$ cat src/rtl/quadcb_pkg.sv
package quadcb_pkg;

   localparam int MAX_QUADS = 65536;
   localparam int KEPT_W    = $clog2(MAX_QUADS + 1);
   localparam int COORD_W   = 20;
   localparam int ID_W      = 32;
   localparam int INDEX_W   = 16;
   localparam int COUNT_W   = 17;
   localparam int QDEPTH    = 4;
   localparam int QPTR_W    = $clog2(QDEPTH);
   localparam int QCNT_W    = $clog2(QDEPTH + 1);

   typedef struct packed {
      logic            visible;
      logic [ID_W-1:0] texture;
      logic [ID_W-1:0] material;
      logic [ID_W-1:0] mask;
      logic            end_of_list;
   } quad_type;

   typedef struct packed {
      logic     valid;
      quad_type item;
   } quad_xfer_type;

endpackage

$ cat src/rtl/quadcb_front.sv
module quadcb_front (
   input  logic                                   req_valid,
   output logic                                   req_stall,
   input  logic signed [quadcb_pkg::COORD_W-1:0]  req_rect_x,
   input  logic signed [quadcb_pkg::COORD_W-1:0]  req_rect_y,
   input  logic signed [quadcb_pkg::COORD_W-1:0]  req_rect_w,
   input  logic signed [quadcb_pkg::COORD_W-1:0]  req_rect_h,
   input  logic signed [quadcb_pkg::COORD_W-1:0]  req_clip_x,
   input  logic signed [quadcb_pkg::COORD_W-1:0]  req_clip_y,
   input  logic signed [quadcb_pkg::COORD_W-1:0]  req_clip_w,
   input  logic signed [quadcb_pkg::COORD_W-1:0]  req_clip_h,
   input  logic        [quadcb_pkg::ID_W-1:0]     req_texture_id,
   input  logic        [quadcb_pkg::ID_W-1:0]     req_material_id,
   input  logic        [quadcb_pkg::ID_W-1:0]     req_mask_id,
   input  logic                                   req_end_of_list,
   input  logic                                   queue_full,
   output quadcb_pkg::quad_xfer_type              push
);
   import quadcb_pkg::*;

   logic signed [COORD_W:0] rect_r, rect_b, clip_r, clip_b;
   logic signed [COORD_W:0] left, top, right, bottom;

   assign rect_r = {req_rect_x[COORD_W-1], req_rect_x} + {req_rect_w[COORD_W-1], req_rect_w};
   assign rect_b = {req_rect_y[COORD_W-1], req_rect_y} + {req_rect_h[COORD_W-1], req_rect_h};
   assign clip_r = {req_clip_x[COORD_W-1], req_clip_x} + {req_clip_w[COORD_W-1], req_clip_w};
   assign clip_b = {req_clip_y[COORD_W-1], req_clip_y} + {req_clip_h[COORD_W-1], req_clip_h};

   assign left   = (req_rect_x > req_clip_x) ? {req_rect_x[COORD_W-1], req_rect_x}
                                             : {req_clip_x[COORD_W-1], req_clip_x};
   assign top    = (req_rect_y > req_clip_y) ? {req_rect_y[COORD_W-1], req_rect_y}
                                             : {req_clip_y[COORD_W-1], req_clip_y};
   assign right  = (rect_r < clip_r) ? rect_r : clip_r;
   assign bottom = (rect_b < clip_b) ? rect_b : clip_b;

   assign req_stall              = queue_full;
   assign push.valid             = req_valid && !queue_full;
   assign push.item.visible      = (right > left) && (bottom > top);
   assign push.item.texture      = req_texture_id;
   assign push.item.material     = req_material_id;
   assign push.item.mask         = req_mask_id;
   assign push.item.end_of_list  = req_end_of_list;

endmodule

$ cat src/rtl/quadcb_queue.sv
module quadcb_queue (
   input  logic                      clock,
   input  logic                      reset,
   input  quadcb_pkg::quad_xfer_type push,
   output logic                      full,
   output quadcb_pkg::quad_xfer_type head,
   input  logic                      pop
);
   import quadcb_pkg::*;

   quad_type            mem_ff [QDEPTH];
   logic [QPTR_W-1:0]   wr_ptr_ff, wr_ptr_in;
   logic [QPTR_W-1:0]   rd_ptr_ff, rd_ptr_in;
   logic [QCNT_W-1:0]   count_ff, count_in;
   logic                do_push, do_pop;

   assign full       = (count_ff == QCNT_W'(QDEPTH));
   assign head.valid = (count_ff != '0);
   assign head.item  = mem_ff[rd_ptr_ff];
   assign do_push    = push.valid && !full;
   assign do_pop     = pop && head.valid;

   always_comb begin
      wr_ptr_in = wr_ptr_ff;
      rd_ptr_in = rd_ptr_ff;
      count_in  = count_ff;
      if (do_push) begin
         wr_ptr_in = (wr_ptr_ff == QPTR_W'(QDEPTH - 1)) ? '0 : wr_ptr_ff + 1'b1;
      end
      if (do_pop) begin
         rd_ptr_in = (rd_ptr_ff == QPTR_W'(QDEPTH - 1)) ? '0 : rd_ptr_ff + 1'b1;
      end
      case ({do_push, do_pop})
         2'b10:   count_in = count_ff + 1'b1;
         2'b01:   count_in = count_ff - 1'b1;
         default: count_in = count_ff;
      endcase
   end

   always_ff @(posedge clock) begin
      if (reset) begin
         wr_ptr_ff <= '0;
         rd_ptr_ff <= '0;
         count_ff  <= '0;
      end else begin
         wr_ptr_ff <= wr_ptr_in;
         rd_ptr_ff <= rd_ptr_in;
         count_ff  <= count_in;
      end
   end

   always_ff @(posedge clock) begin
      if (do_push) begin
         mem_ff[wr_ptr_ff] <= push.item;
      end
   end

endmodule

$ cat src/rtl/quadcb_back.sv
module quadcb_back (
   input  logic                               clock,
   input  logic                               reset,
   input  quadcb_pkg::quad_xfer_type          head,
   output logic                               pop,
   output logic                               rsp_valid,
   input  logic                               rsp_stall,
   output logic [quadcb_pkg::INDEX_W-1:0]     rsp_first_index,
   output logic [quadcb_pkg::COUNT_W-1:0]     rsp_quad_count,
   output logic [quadcb_pkg::ID_W-1:0]        rsp_entry_texture,
   output logic [quadcb_pkg::ID_W-1:0]        rsp_entry_material,
   output logic [quadcb_pkg::ID_W-1:0]        rsp_entry_mask,
   output logic                               rsp_last_entry,
   output logic                               rsp_overflow
);
   import quadcb_pkg::*;

   typedef struct packed {
      logic [INDEX_W-1:0] first_index;
      logic [COUNT_W-1:0] quad_count;
      logic [ID_W-1:0]    texture;
      logic [ID_W-1:0]    material;
      logic [ID_W-1:0]    mask;
      logic               last_entry;
      logic               overflow;
   } entry_type;

   logic [KEPT_W-1:0] kept_ff, kept_in;
   logic              open_ff, open_in;
   logic [KEPT_W-1:0] start_ff, start_in;
   logic [KEPT_W-1:0] len_ff, len_in;
   logic [ID_W-1:0]   tex_ff, tex_in, mat_ff, mat_in, msk_ff, msk_in;
   logic              ovf_ff, ovf_in;

   entry_type         rsp_ff, rsp_in, pend_ff, pend_in;
   logic              rsp_valid_ff, rsp_valid_in, pend_valid_ff, pend_valid_in;

   quad_type          h;
   logic              out_free, take, kept_full, vis_cnt, ovf_new, match, close;
   entry_type         closing, final_entry;

   assign h         = head.item;
   assign out_free  = !rsp_valid_ff || !rsp_stall;
   assign take      = head.valid && out_free && !pend_valid_ff;
   assign pop       = take;
   assign kept_full = (kept_ff == KEPT_W'(MAX_QUADS));
   assign vis_cnt   = h.visible && !kept_full;
   assign ovf_new   = ovf_ff || (h.visible && kept_full);
   assign match     = open_ff && (tex_ff == h.texture) && (mat_ff == h.material)
                      && (msk_ff == h.mask);
   assign close     = vis_cnt && open_ff && !match;

   always_comb begin
      open_in  = open_ff;
      start_in = start_ff;
      len_in   = len_ff;
      tex_in   = tex_ff;
      mat_in   = mat_ff;
      msk_in   = msk_ff;
      kept_in  = kept_ff;
      if (vis_cnt) begin
         if (match) begin
            len_in = len_ff + 1'b1;
         end else begin
            open_in  = 1'b1;
            start_in = kept_ff;
            len_in   = KEPT_W'(1);
            tex_in   = h.texture;
            mat_in   = h.material;
            msk_in   = h.mask;
         end
         kept_in = kept_ff + 1'b1;
      end

      closing.first_index = INDEX_W'(start_ff);
      closing.quad_count  = COUNT_W'(len_ff);
      closing.texture     = tex_ff;
      closing.material    = mat_ff;
      closing.mask        = msk_ff;
      closing.last_entry  = 1'b0;
      closing.overflow    = ovf_new;

      if (open_in) begin
         final_entry.first_index = INDEX_W'(start_in);
         final_entry.quad_count  = COUNT_W'(len_in);
         final_entry.texture     = tex_in;
         final_entry.material    = mat_in;
         final_entry.mask        = msk_in;
      end else begin
         final_entry.first_index = '0;
         final_entry.quad_count  = '0;
         final_entry.texture     = '0;
         final_entry.material    = '0;
         final_entry.mask        = '0;
      end
      final_entry.last_entry = 1'b1;
      final_entry.overflow   = ovf_new;
   end

   always_ff @(posedge clock) begin
      if (reset || (take && h.end_of_list)) begin
         kept_ff  <= '0;
         open_ff  <= 1'b0;
         start_ff <= '0;
         len_ff   <= '0;
         tex_ff   <= '0;
         mat_ff   <= '0;
         msk_ff   <= '0;
         ovf_ff   <= 1'b0;
      end else if (take) begin
         kept_ff  <= kept_in;
         open_ff  <= open_in;
         start_ff <= start_in;
         len_ff   <= len_in;
         tex_ff   <= tex_in;
         mat_ff   <= mat_in;
         msk_ff   <= msk_in;
         ovf_ff   <= ovf_in;
      end
   end

   assign ovf_in = ovf_new;

   always_comb begin
      rsp_valid_in  = rsp_valid_ff && rsp_stall;
      rsp_in        = rsp_ff;
      pend_valid_in = pend_valid_ff;
      pend_in       = pend_ff;
      if (pend_valid_ff && out_free) begin
         rsp_valid_in  = 1'b1;
         rsp_in        = pend_ff;
         pend_valid_in = 1'b0;
      end else if (take && (close || h.end_of_list)) begin
         rsp_valid_in  = 1'b1;
         rsp_in        = close ? closing : final_entry;
         pend_valid_in = close && h.end_of_list;
         pend_in       = final_entry;
      end
   end

   always_ff @(posedge clock) begin
      if (reset) begin
         rsp_valid_ff  <= 1'b0;
         pend_valid_ff <= 1'b0;
      end else begin
         rsp_valid_ff  <= rsp_valid_in;
         pend_valid_ff <= pend_valid_in;
      end
   end

   always_ff @(posedge clock) begin
      rsp_ff  <= rsp_in;
      pend_ff <= pend_in;
   end

   assign rsp_valid          = rsp_valid_ff;
   assign rsp_first_index    = rsp_ff.first_index;
   assign rsp_quad_count     = rsp_ff.quad_count;
   assign rsp_entry_texture  = rsp_ff.texture;
   assign rsp_entry_material = rsp_ff.material;
   assign rsp_entry_mask     = rsp_ff.mask;
   assign rsp_last_entry     = rsp_ff.last_entry;
   assign rsp_overflow       = rsp_ff.overflow;

endmodule

$ cat src/rtl/quad_cull_and_batch_top.sv
// quad cull and batch
// req channel: one quad per item (rect, clip, three binding ids, end_of_list),
// accepted when req_valid is high and req_stall is low.
// rsp channel: one draw entry per item (first index, count, ids, last_entry,
// overflow), taken when rsp_valid is high and rsp_stall is low.
// a quad is culled in the front stage and written into a 4-deep queue; the
// back stage pops one queued quad per cycle while rsp is free and nothing is
// pending, updates the open run and loads the output register, so an entry
// shows on rsp after its quad has passed through the queue and that register.
// throughput is one quad per cycle without rsp stalls; a quad closing a run
// at list end yields two entries, holding the back stage till the second loads.
// when rsp_stall is high the output register and one pending entry hold,
// the queue fills and req_stall rises once its 4 slots are taken.
// synchronous reset empties the queue, drops any pending entry and clears the
// run state, so the next quad starts a new list.
module quad_cull_and_batch_top (
   input  logic                                   clock,
   input  logic                                   reset,
   input  logic                                   req_valid,
   output logic                                   req_stall,
   input  logic signed [quadcb_pkg::COORD_W-1:0]  req_rect_x,
   input  logic signed [quadcb_pkg::COORD_W-1:0]  req_rect_y,
   input  logic signed [quadcb_pkg::COORD_W-1:0]  req_rect_w,
   input  logic signed [quadcb_pkg::COORD_W-1:0]  req_rect_h,
   input  logic signed [quadcb_pkg::COORD_W-1:0]  req_clip_x,
   input  logic signed [quadcb_pkg::COORD_W-1:0]  req_clip_y,
   input  logic signed [quadcb_pkg::COORD_W-1:0]  req_clip_w,
   input  logic signed [quadcb_pkg::COORD_W-1:0]  req_clip_h,
   input  logic        [quadcb_pkg::ID_W-1:0]     req_texture_id,
   input  logic        [quadcb_pkg::ID_W-1:0]     req_material_id,
   input  logic        [quadcb_pkg::ID_W-1:0]     req_mask_id,
   input  logic                                   req_end_of_list,
   output logic                                   rsp_valid,
   input  logic                                   rsp_stall,
   output logic        [quadcb_pkg::INDEX_W-1:0]  rsp_first_index,
   output logic        [quadcb_pkg::COUNT_W-1:0]  rsp_quad_count,
   output logic        [quadcb_pkg::ID_W-1:0]     rsp_entry_texture,
   output logic        [quadcb_pkg::ID_W-1:0]     rsp_entry_material,
   output logic        [quadcb_pkg::ID_W-1:0]     rsp_entry_mask,
   output logic                                   rsp_last_entry,
   output logic                                   rsp_overflow
);
   import quadcb_pkg::*;

   quad_xfer_type push, head;
   logic          queue_full, pop;

   quadcb_front u_front (
      .req_valid       (req_valid),
      .req_stall       (req_stall),
      .req_rect_x      (req_rect_x),
      .req_rect_y      (req_rect_y),
      .req_rect_w      (req_rect_w),
      .req_rect_h      (req_rect_h),
      .req_clip_x      (req_clip_x),
      .req_clip_y      (req_clip_y),
      .req_clip_w      (req_clip_w),
      .req_clip_h      (req_clip_h),
      .req_texture_id  (req_texture_id),
      .req_material_id (req_material_id),
      .req_mask_id     (req_mask_id),
      .req_end_of_list (req_end_of_list),
      .queue_full      (queue_full),
      .push            (push)
   );

   quadcb_queue u_queue (
      .clock (clock),
      .reset (reset),
      .push  (push),
      .full  (queue_full),
      .head  (head),
      .pop   (pop)
   );

   quadcb_back u_back (
      .clock              (clock),
      .reset              (reset),
      .head               (head),
      .pop                (pop),
      .rsp_valid          (rsp_valid),
      .rsp_stall          (rsp_stall),
      .rsp_first_index    (rsp_first_index),
      .rsp_quad_count     (rsp_quad_count),
      .rsp_entry_texture  (rsp_entry_texture),
      .rsp_entry_material (rsp_entry_material),
      .rsp_entry_mask     (rsp_entry_mask),
      .rsp_last_entry     (rsp_last_entry),
      .rsp_overflow       (rsp_overflow)
   );

endmodule

$ cat config.mk
export PLATFORM = sky130hd
export DESIGN_NAME = quad_cull_and_batch_top
export DESIGN_NICKNAME = d
export VERILOG_FILES = /design/src/rtl/quadcb_pkg.sv /design/src/rtl/quadcb_front.sv /design/src/rtl/quadcb_queue.sv /design/src/rtl/quadcb_back.sv /design/src/rtl/quad_cull_and_batch_top.sv
export SDC_FILE = /design/constraint.sdc
export NUM_CORES = 2
export LEC_CHECK = 0
export BUFFER_PORTS_ARGS = -buffer_cell sky130_fd_sc_hd__buf_2
export CAP_MARGIN = 25
export CORE_ASPECT_RATIO = 0.6
export CORE_MARGIN = 5
export CORE_UTILIZATION = 45
export DETAILED_ROUTE_END_ITERATION = 7
export GPL_TIMING_DRIVEN = 0
export PLACE_DENSITY = 0.62
export SYNTH_ARGS = -nofsm -noshare
export SYNTH_HDL_FRONTEND = slang
export SYNTH_SLANG_ARGS = --single-unit
$ cat constraint.sdc
create_clock -name clock -period 8.3 [get_ports clock]
set_input_delay 0.415 -clock clock [delete_from_list [all_inputs] [get_ports clock]]
set_output_delay 0.415 -clock clock [all_outputs]
set_load 0.01 [all_outputs]
# Word level (Yosys, flattened, before mapping)

Memories as Yosys holds them, arrays and structs flattened. A register that Yosys moved wholly into a read port is not among the register bits.
Cells that the tools add are included.

Add/subtract/negate cells: 10
Mux-type cells: 29
Magnitude comparators: 6
Reduce and logical (&&, ||, !) cells: 34
Bitwise gates (word level): 1
Equal/unequal tests: 9

Operators with widths:

| cell                    | number |
|---|---|
| $mux W131               | 3 |
| $mux W32                | 6 |
| $mux W129               | 1 |
| $eq A32 B32 Y1          | 3 |
| $add A20 B20 Y21        | 4 |
| $mux W21                | 4 |
| $gt A21 B21 Y1          | 2 |
| $lt A21 B21 Y1          | 2 |
| $gt A20 B20 Y1          | 2 |
| $add A17 B1 Y17 const B | 2 |
| $mux W17                | 2 |
| $mux W16                | 2 |
| $logic_and A1 B1 Y1     | 18 |
| $eq A17 B17 Y1 const B  | 1 |
| $mux W2                 | 4 |
| $eq A2 B2 Y1 const B    | 3 |
| $logic_not A1 Y1        | 6 |
| $mux W1                 | 6 |
| $pmux W3 S2             | 1 |
| $add A2 B1 Y2 const B   | 2 |
| $logic_or A1 B1 Y1      | 4 |
| $reduce_and A2 Y1       | 2 |
| $reduce_bool A2 Y1      | 2 |
| $add A3 B1 Y3 const B   | 1 |
| 6 further kinds         | 6 |

Input bits: 261
Memories: 1
Word-level logic and storage cells: 116
Register bits: 418
Memory bits (writable): 392
Output and inout port bits: 133

Memories:

| memory         | words | width | rd ports | clocked after Yosys merged registers in | write ports | line               | RTL |
|---|---|---|---|---|---|---|---|
| u_queue.mem_ff | 4     | 98    | 1        | 1                                       | 1           | quadcb_queue.sv:11 | `quad_type mem_ff [QDEPTH];` |

# Longest topological paths before layout

Depth in word-level cells: 10
Mapped depth: 35

# Hierarchy

From an unflattened synthesis, not the netlist that was laid out.

Cell total of the unflattened synthesis: 3863
Area, all modules: 42953.7 sq um

Modules (own cells, without submodules):

| module       | times used | sequential area each (sq um) | cells each | area each (sq um) |
|---|---|---|---|---|
| quadcb_back  | 1          | 10840.4                      | 2205       | 19986.7 |
| quadcb_queue | 1          | 11951.5                      | 566        | 14609.0 |
| quadcb_front | 1          | 0.0                          | 1092       | 8358.0 |

# Worst setup path before layout

OpenSTA, ideal clock, no wires.

Kind: in2reg
Start point: input req_clip_x[0] (netlist name)
End point: memory u_queue.mem_ff[0][97] (netlist name), data pin
Library setup time: 0.203 ns
Path buffers: 1
Data arrival time: 6.015 ns
Setup slack: 2.082 ns
Stages: 33
Path through: ha_1 -> inv_1 -> fa_1 -> nor2b_1 -> o2111a_1 -> nor3_1 -> nor2_1 -> a21oi_1 -> nor2b_1 -> nor2_1 -> xnor2_1 -> ha_1 -> a21o_1 -> a21o_1 -> a21oi_1 -> o31ai_1 -> a221oi_1 -> o21ai_0 -> maj3_1 -> a211oi_1 -> mux2i_1 -> buf_1 -> mux2_2 -> ha_1 -> a21o_1 -> a21o_1 -> a21oi_1 -> nor2_1 -> a211oi_1 -> o31ai_1 -> a21oi_1 -> o21ai_0 -> nor3_1

RTL lines:

| item        | line                          | RTL |
|---|---|---|
| from (decl) | quad_cull_and_batch_top.sv:25 | `input logic signed [quadcb_pkg::COORD_W-1:0] req_clip_x,` |
| to (decl)   | quadcb_queue.sv:11            |  |

==> results.ini <==
[grt]
grt_pass1_vias = 29240
grt_overflow_total = 0
grt_use_met1 = 0.3876
busiest_layer = met1
antenna_found_initial = 14
use_met2 = 0.3634
grt_use_met3 = 0.09369
grt_pass1_wl_um = 191700
grt_max_degree = 68
grt.total_usage = 0.2614

[synth]
ys_async_sr_fraction = 0
synth.area.top_cells = edfxtp_1 (48%), dfxtp_1 (7.7%), ha_1 (6.3%)
synth_cell_types = 75
yosysMostFrequentCell = edfxtp_1
yosys-top-cells-count = edfxtp_1 (653), nand2_1 (491), a21oi_1 (430)
synth_simple_gate_area_frac = 0.1084
synth_top_area_cell = edfxtp_1
ys.flop_type = edfxtp_1
synth_top_family_by_area = compound AO/OA/AOI/OAI gates
synth_edf_count = 653
syn_nets = 4130
syn_avg_cell_area_sq_um = 11.27
ys_seq_elements = 812
yosysWarnings = 0
synthAdderAreaFrac = 0.06639
ys_seq_area_frac = 0.5532
synth_compound_area_frac = 0.1247
synth-xor-area-share = 0.03508
synth.area.mux_share = 0.07850
synth_area_sq_um = 41200
netlist.area_leader.share = 0.4759
synth_cells = 3655

[worst_setup_path]
required_ps = 8700
critPathKind = in2reg
arrival_ps = 8350
crit_end = u_queue.mem_ff[2][97]
worstSetupEndpointType = flop
cp_num_buf_inv = 3
reg2reg_slack_ps = 1780
max_stage_delay_ps = 530
cp_top_family = compound AO/OA/AOI/OAI gates
rr_endpoint = u_back.rsp_entry_texture[11]
crit_start = req_clip_x[0]
critical_path_peak_fanout = 10
cp-start-kind = input port
worstRegToRegCells = 14
slowest_stage = a221oi_1
worst-path-stages = 34

[clock_network]
htree_levels = 3
cts_tree = yes
clk_pin_slew_worst_paths_ps = 60
clock_latency_ps = 640
cts.path.max_buffers = 3
cts_buffers = 73
cts.sinks = 812
root_buffer = clkbuf_16

[drt]
drt_first_pass_iters = 6
vias = 31670
ant_nets = 0
drc_errors = 0
drtIter0Drc = 3833
routedWlPerCell_um = 23.97
via_per_inst = 5.733
wl_um = 132400

[sta]
fin_ws_ps = 347.5
period_share = 0.9581
hold_violations = 0
setup_viol = 0
worst_pin_slew_ps = 1126
relSlewSlack = 0.2491
fin_skew_ps = 25.02
period_minus_slack_ps = 7952
rsz0062_at_grt = no
holdWs_ps = 48.29
fmax_mhz = 125.7
slew_violations = 0

[die]
die_h_um = 244.4
rows = 86
core-area_sq_um = 91360
die_area_sq_um = 97910
num_io_pins = 394
initial_core_util = 0.4510
die_w_um = 400.6

[cells_and_area]
fin_nets = 4704
syn_to_final_growth_pct = 16.86
drive_gt1_frac = 0.1629

[placed_design]
post-place-ws_ps = -159.9
gp_congestion = 0.9740
port_buffers = 392
dpl.hpwl_um = 99930

[run_status]
status = completed

[flow_run]
drv_cap = 0

[min_path]
hold_class = in2reg

[power]
powerDensity_nw_per_um2 = 363.4
peakVddDrop_mv = 0.2445
power_leakage_nw = 17.79

cell usage in the layout (no fill, tap or decap), types with 12 or more instances in the layout:
master         synthesis  routed
clkbuf_16              0      73
mux2i_1               88      88
a21oi_1              430     430
dfxtp_1              159     159
dlygate4sd3_1          0      96
buf_1                 19      19
a31oi_1               15      15
a2bb2oi_1             13      13
mux4_2                98      98
ha_1                 209     209
xnor2_1              121     121
clkbuf_1             109     129
a21o_1                53      53
edfxtp_1             653     653
inv_1                153     152
o21a_1                27      27
nor2_1               278     278
nand2_1              491     490
nor4_1                17      17
nand3_1               37      37
diode_2                0      12
xor2_1                44      44
o21ai_0              254     254
clkinv_1               0      15
nor3_1                31      29
mux2_2                13      13
nand4_1               48      48
nor2b_1               25      25
a221o_1               14      14
nand2b_1              15      15
buf_2                 53     446
and3_1                23      23
layer usage:
layer | share of wire | vias to the layer above
met2 | 0.41 | 1546
met5 | 0.0029 | -
met3 | 0.12 | 180
li1 | - | 14570
met1 | 0.44 | 15350
met4 | 0.022 | 16
repair_timing:
action	4_1_cts	5_1_grt
setup buffers	0	0
resized for setup	0	2
hold buffers	96	0
setup endpoints to repair	0	4
endpoints found under the hold margin	384	0
worst min path at each step:
| stage | startpoint | end | slack [ps] | cells past startpoint |
|---|---|---|---|---|
| floorplan | u_queue.rd_ptr_ff[1] | flop | 450 | 2 |
| global placement | u_back.ovf_ff | u_back.ovf_ff | 480 | 2 |
| detailed placement | u_back.ovf_ff | u_back.ovf_ff | 490 | 2 |
| CTS | req_material_id[14] | u_queue.mem_ff[2][47] | 4 | 1 |
| global route | req_material_id[14] | u_queue.mem_ff[2][47] | 30 | 1 |
| finish | req_material_id[14] | u_queue.mem_ff[0][47] | 50 | 1 |
where the power goes:
part | total (mW) | internal [mW] | leakage (nW) | switching [mW]
clock network | 3.25 | 1.78 | 1.06 | 1.47
logic | 8.06 | 2.41 | 9.35 | 5.66
registers | 6.18 | 5.79 | 7.38 | 0.387
per-stage QoR:
step	utilization	TNS, ps	total power, mW	cells	cell area [sq um]
after floorplan	-	0	10.84	3655	41200
after global placement	0.4893	-205710	13.97	5279	44700
after detailed placement	0.4920	-639.5	13.97	5288	44950
after CTS	0.5264	0	17.26	5509	48090
after global routing	0.5269	0	18.26	5519	48140
final	0.5271	0	17.50	5523	48150
cell type report:
cell class	instances	area, sq um
well taps	1232	1541
fillers	8058	43210
repair buffers	499	3158
clock buffers	97	1957
plain buffers	188	813.3
flip-flops and latches	812	22790
clock inverters	28	224.0
inverters	153	579.3
diodes	12	30.03
multi-input cells	2502	17050
worst register-to-register path, stage by stage, from the launching register on:
cell and delay [ps]:
dfxtp_1 310, buf_2 250, buf_2 370, buf_1 730, mux4_2 510, xnor2_1 590, nand4_1 240, nor4_1 470
nand4_1 460, o21ai_4 520, nor2_1 210, o21ai_1 550, nand2_4 380, buf_16 340, buf_16 250
state kept, by name, indices dropped and copies added (netlist names), 3 cells and up, named ones only:
signal                     flops
u_back.mat_ff                 32
u_back.msk_ff                 32
u_back.rsp_first_index        16
u_back.kept_ff                17
u_back.rsp_quad_count         17
u_back.start_ff               16
u_back.rsp_entry_material     32
u_back.rsp_entry_texture      32
u_back.len_ff                 17
u_queue.mem_ff               392
u_back.pend_ff               130
u_back.rsp_entry_mask         32
u_queue.count_ff               3
u_back.tex_ff                 32
cell families after synthesis:
kind of cell | count (synthesis)
AOI/OAI and AO/OA | 900
muxes | 199
adders and majority gates | 216
xor gates and xnor gates | 165
DFF | 812
buffers and inverters | 341
and+or+nand+nor | 1022
Note: power is estimated with default switching activity, not from simulation.
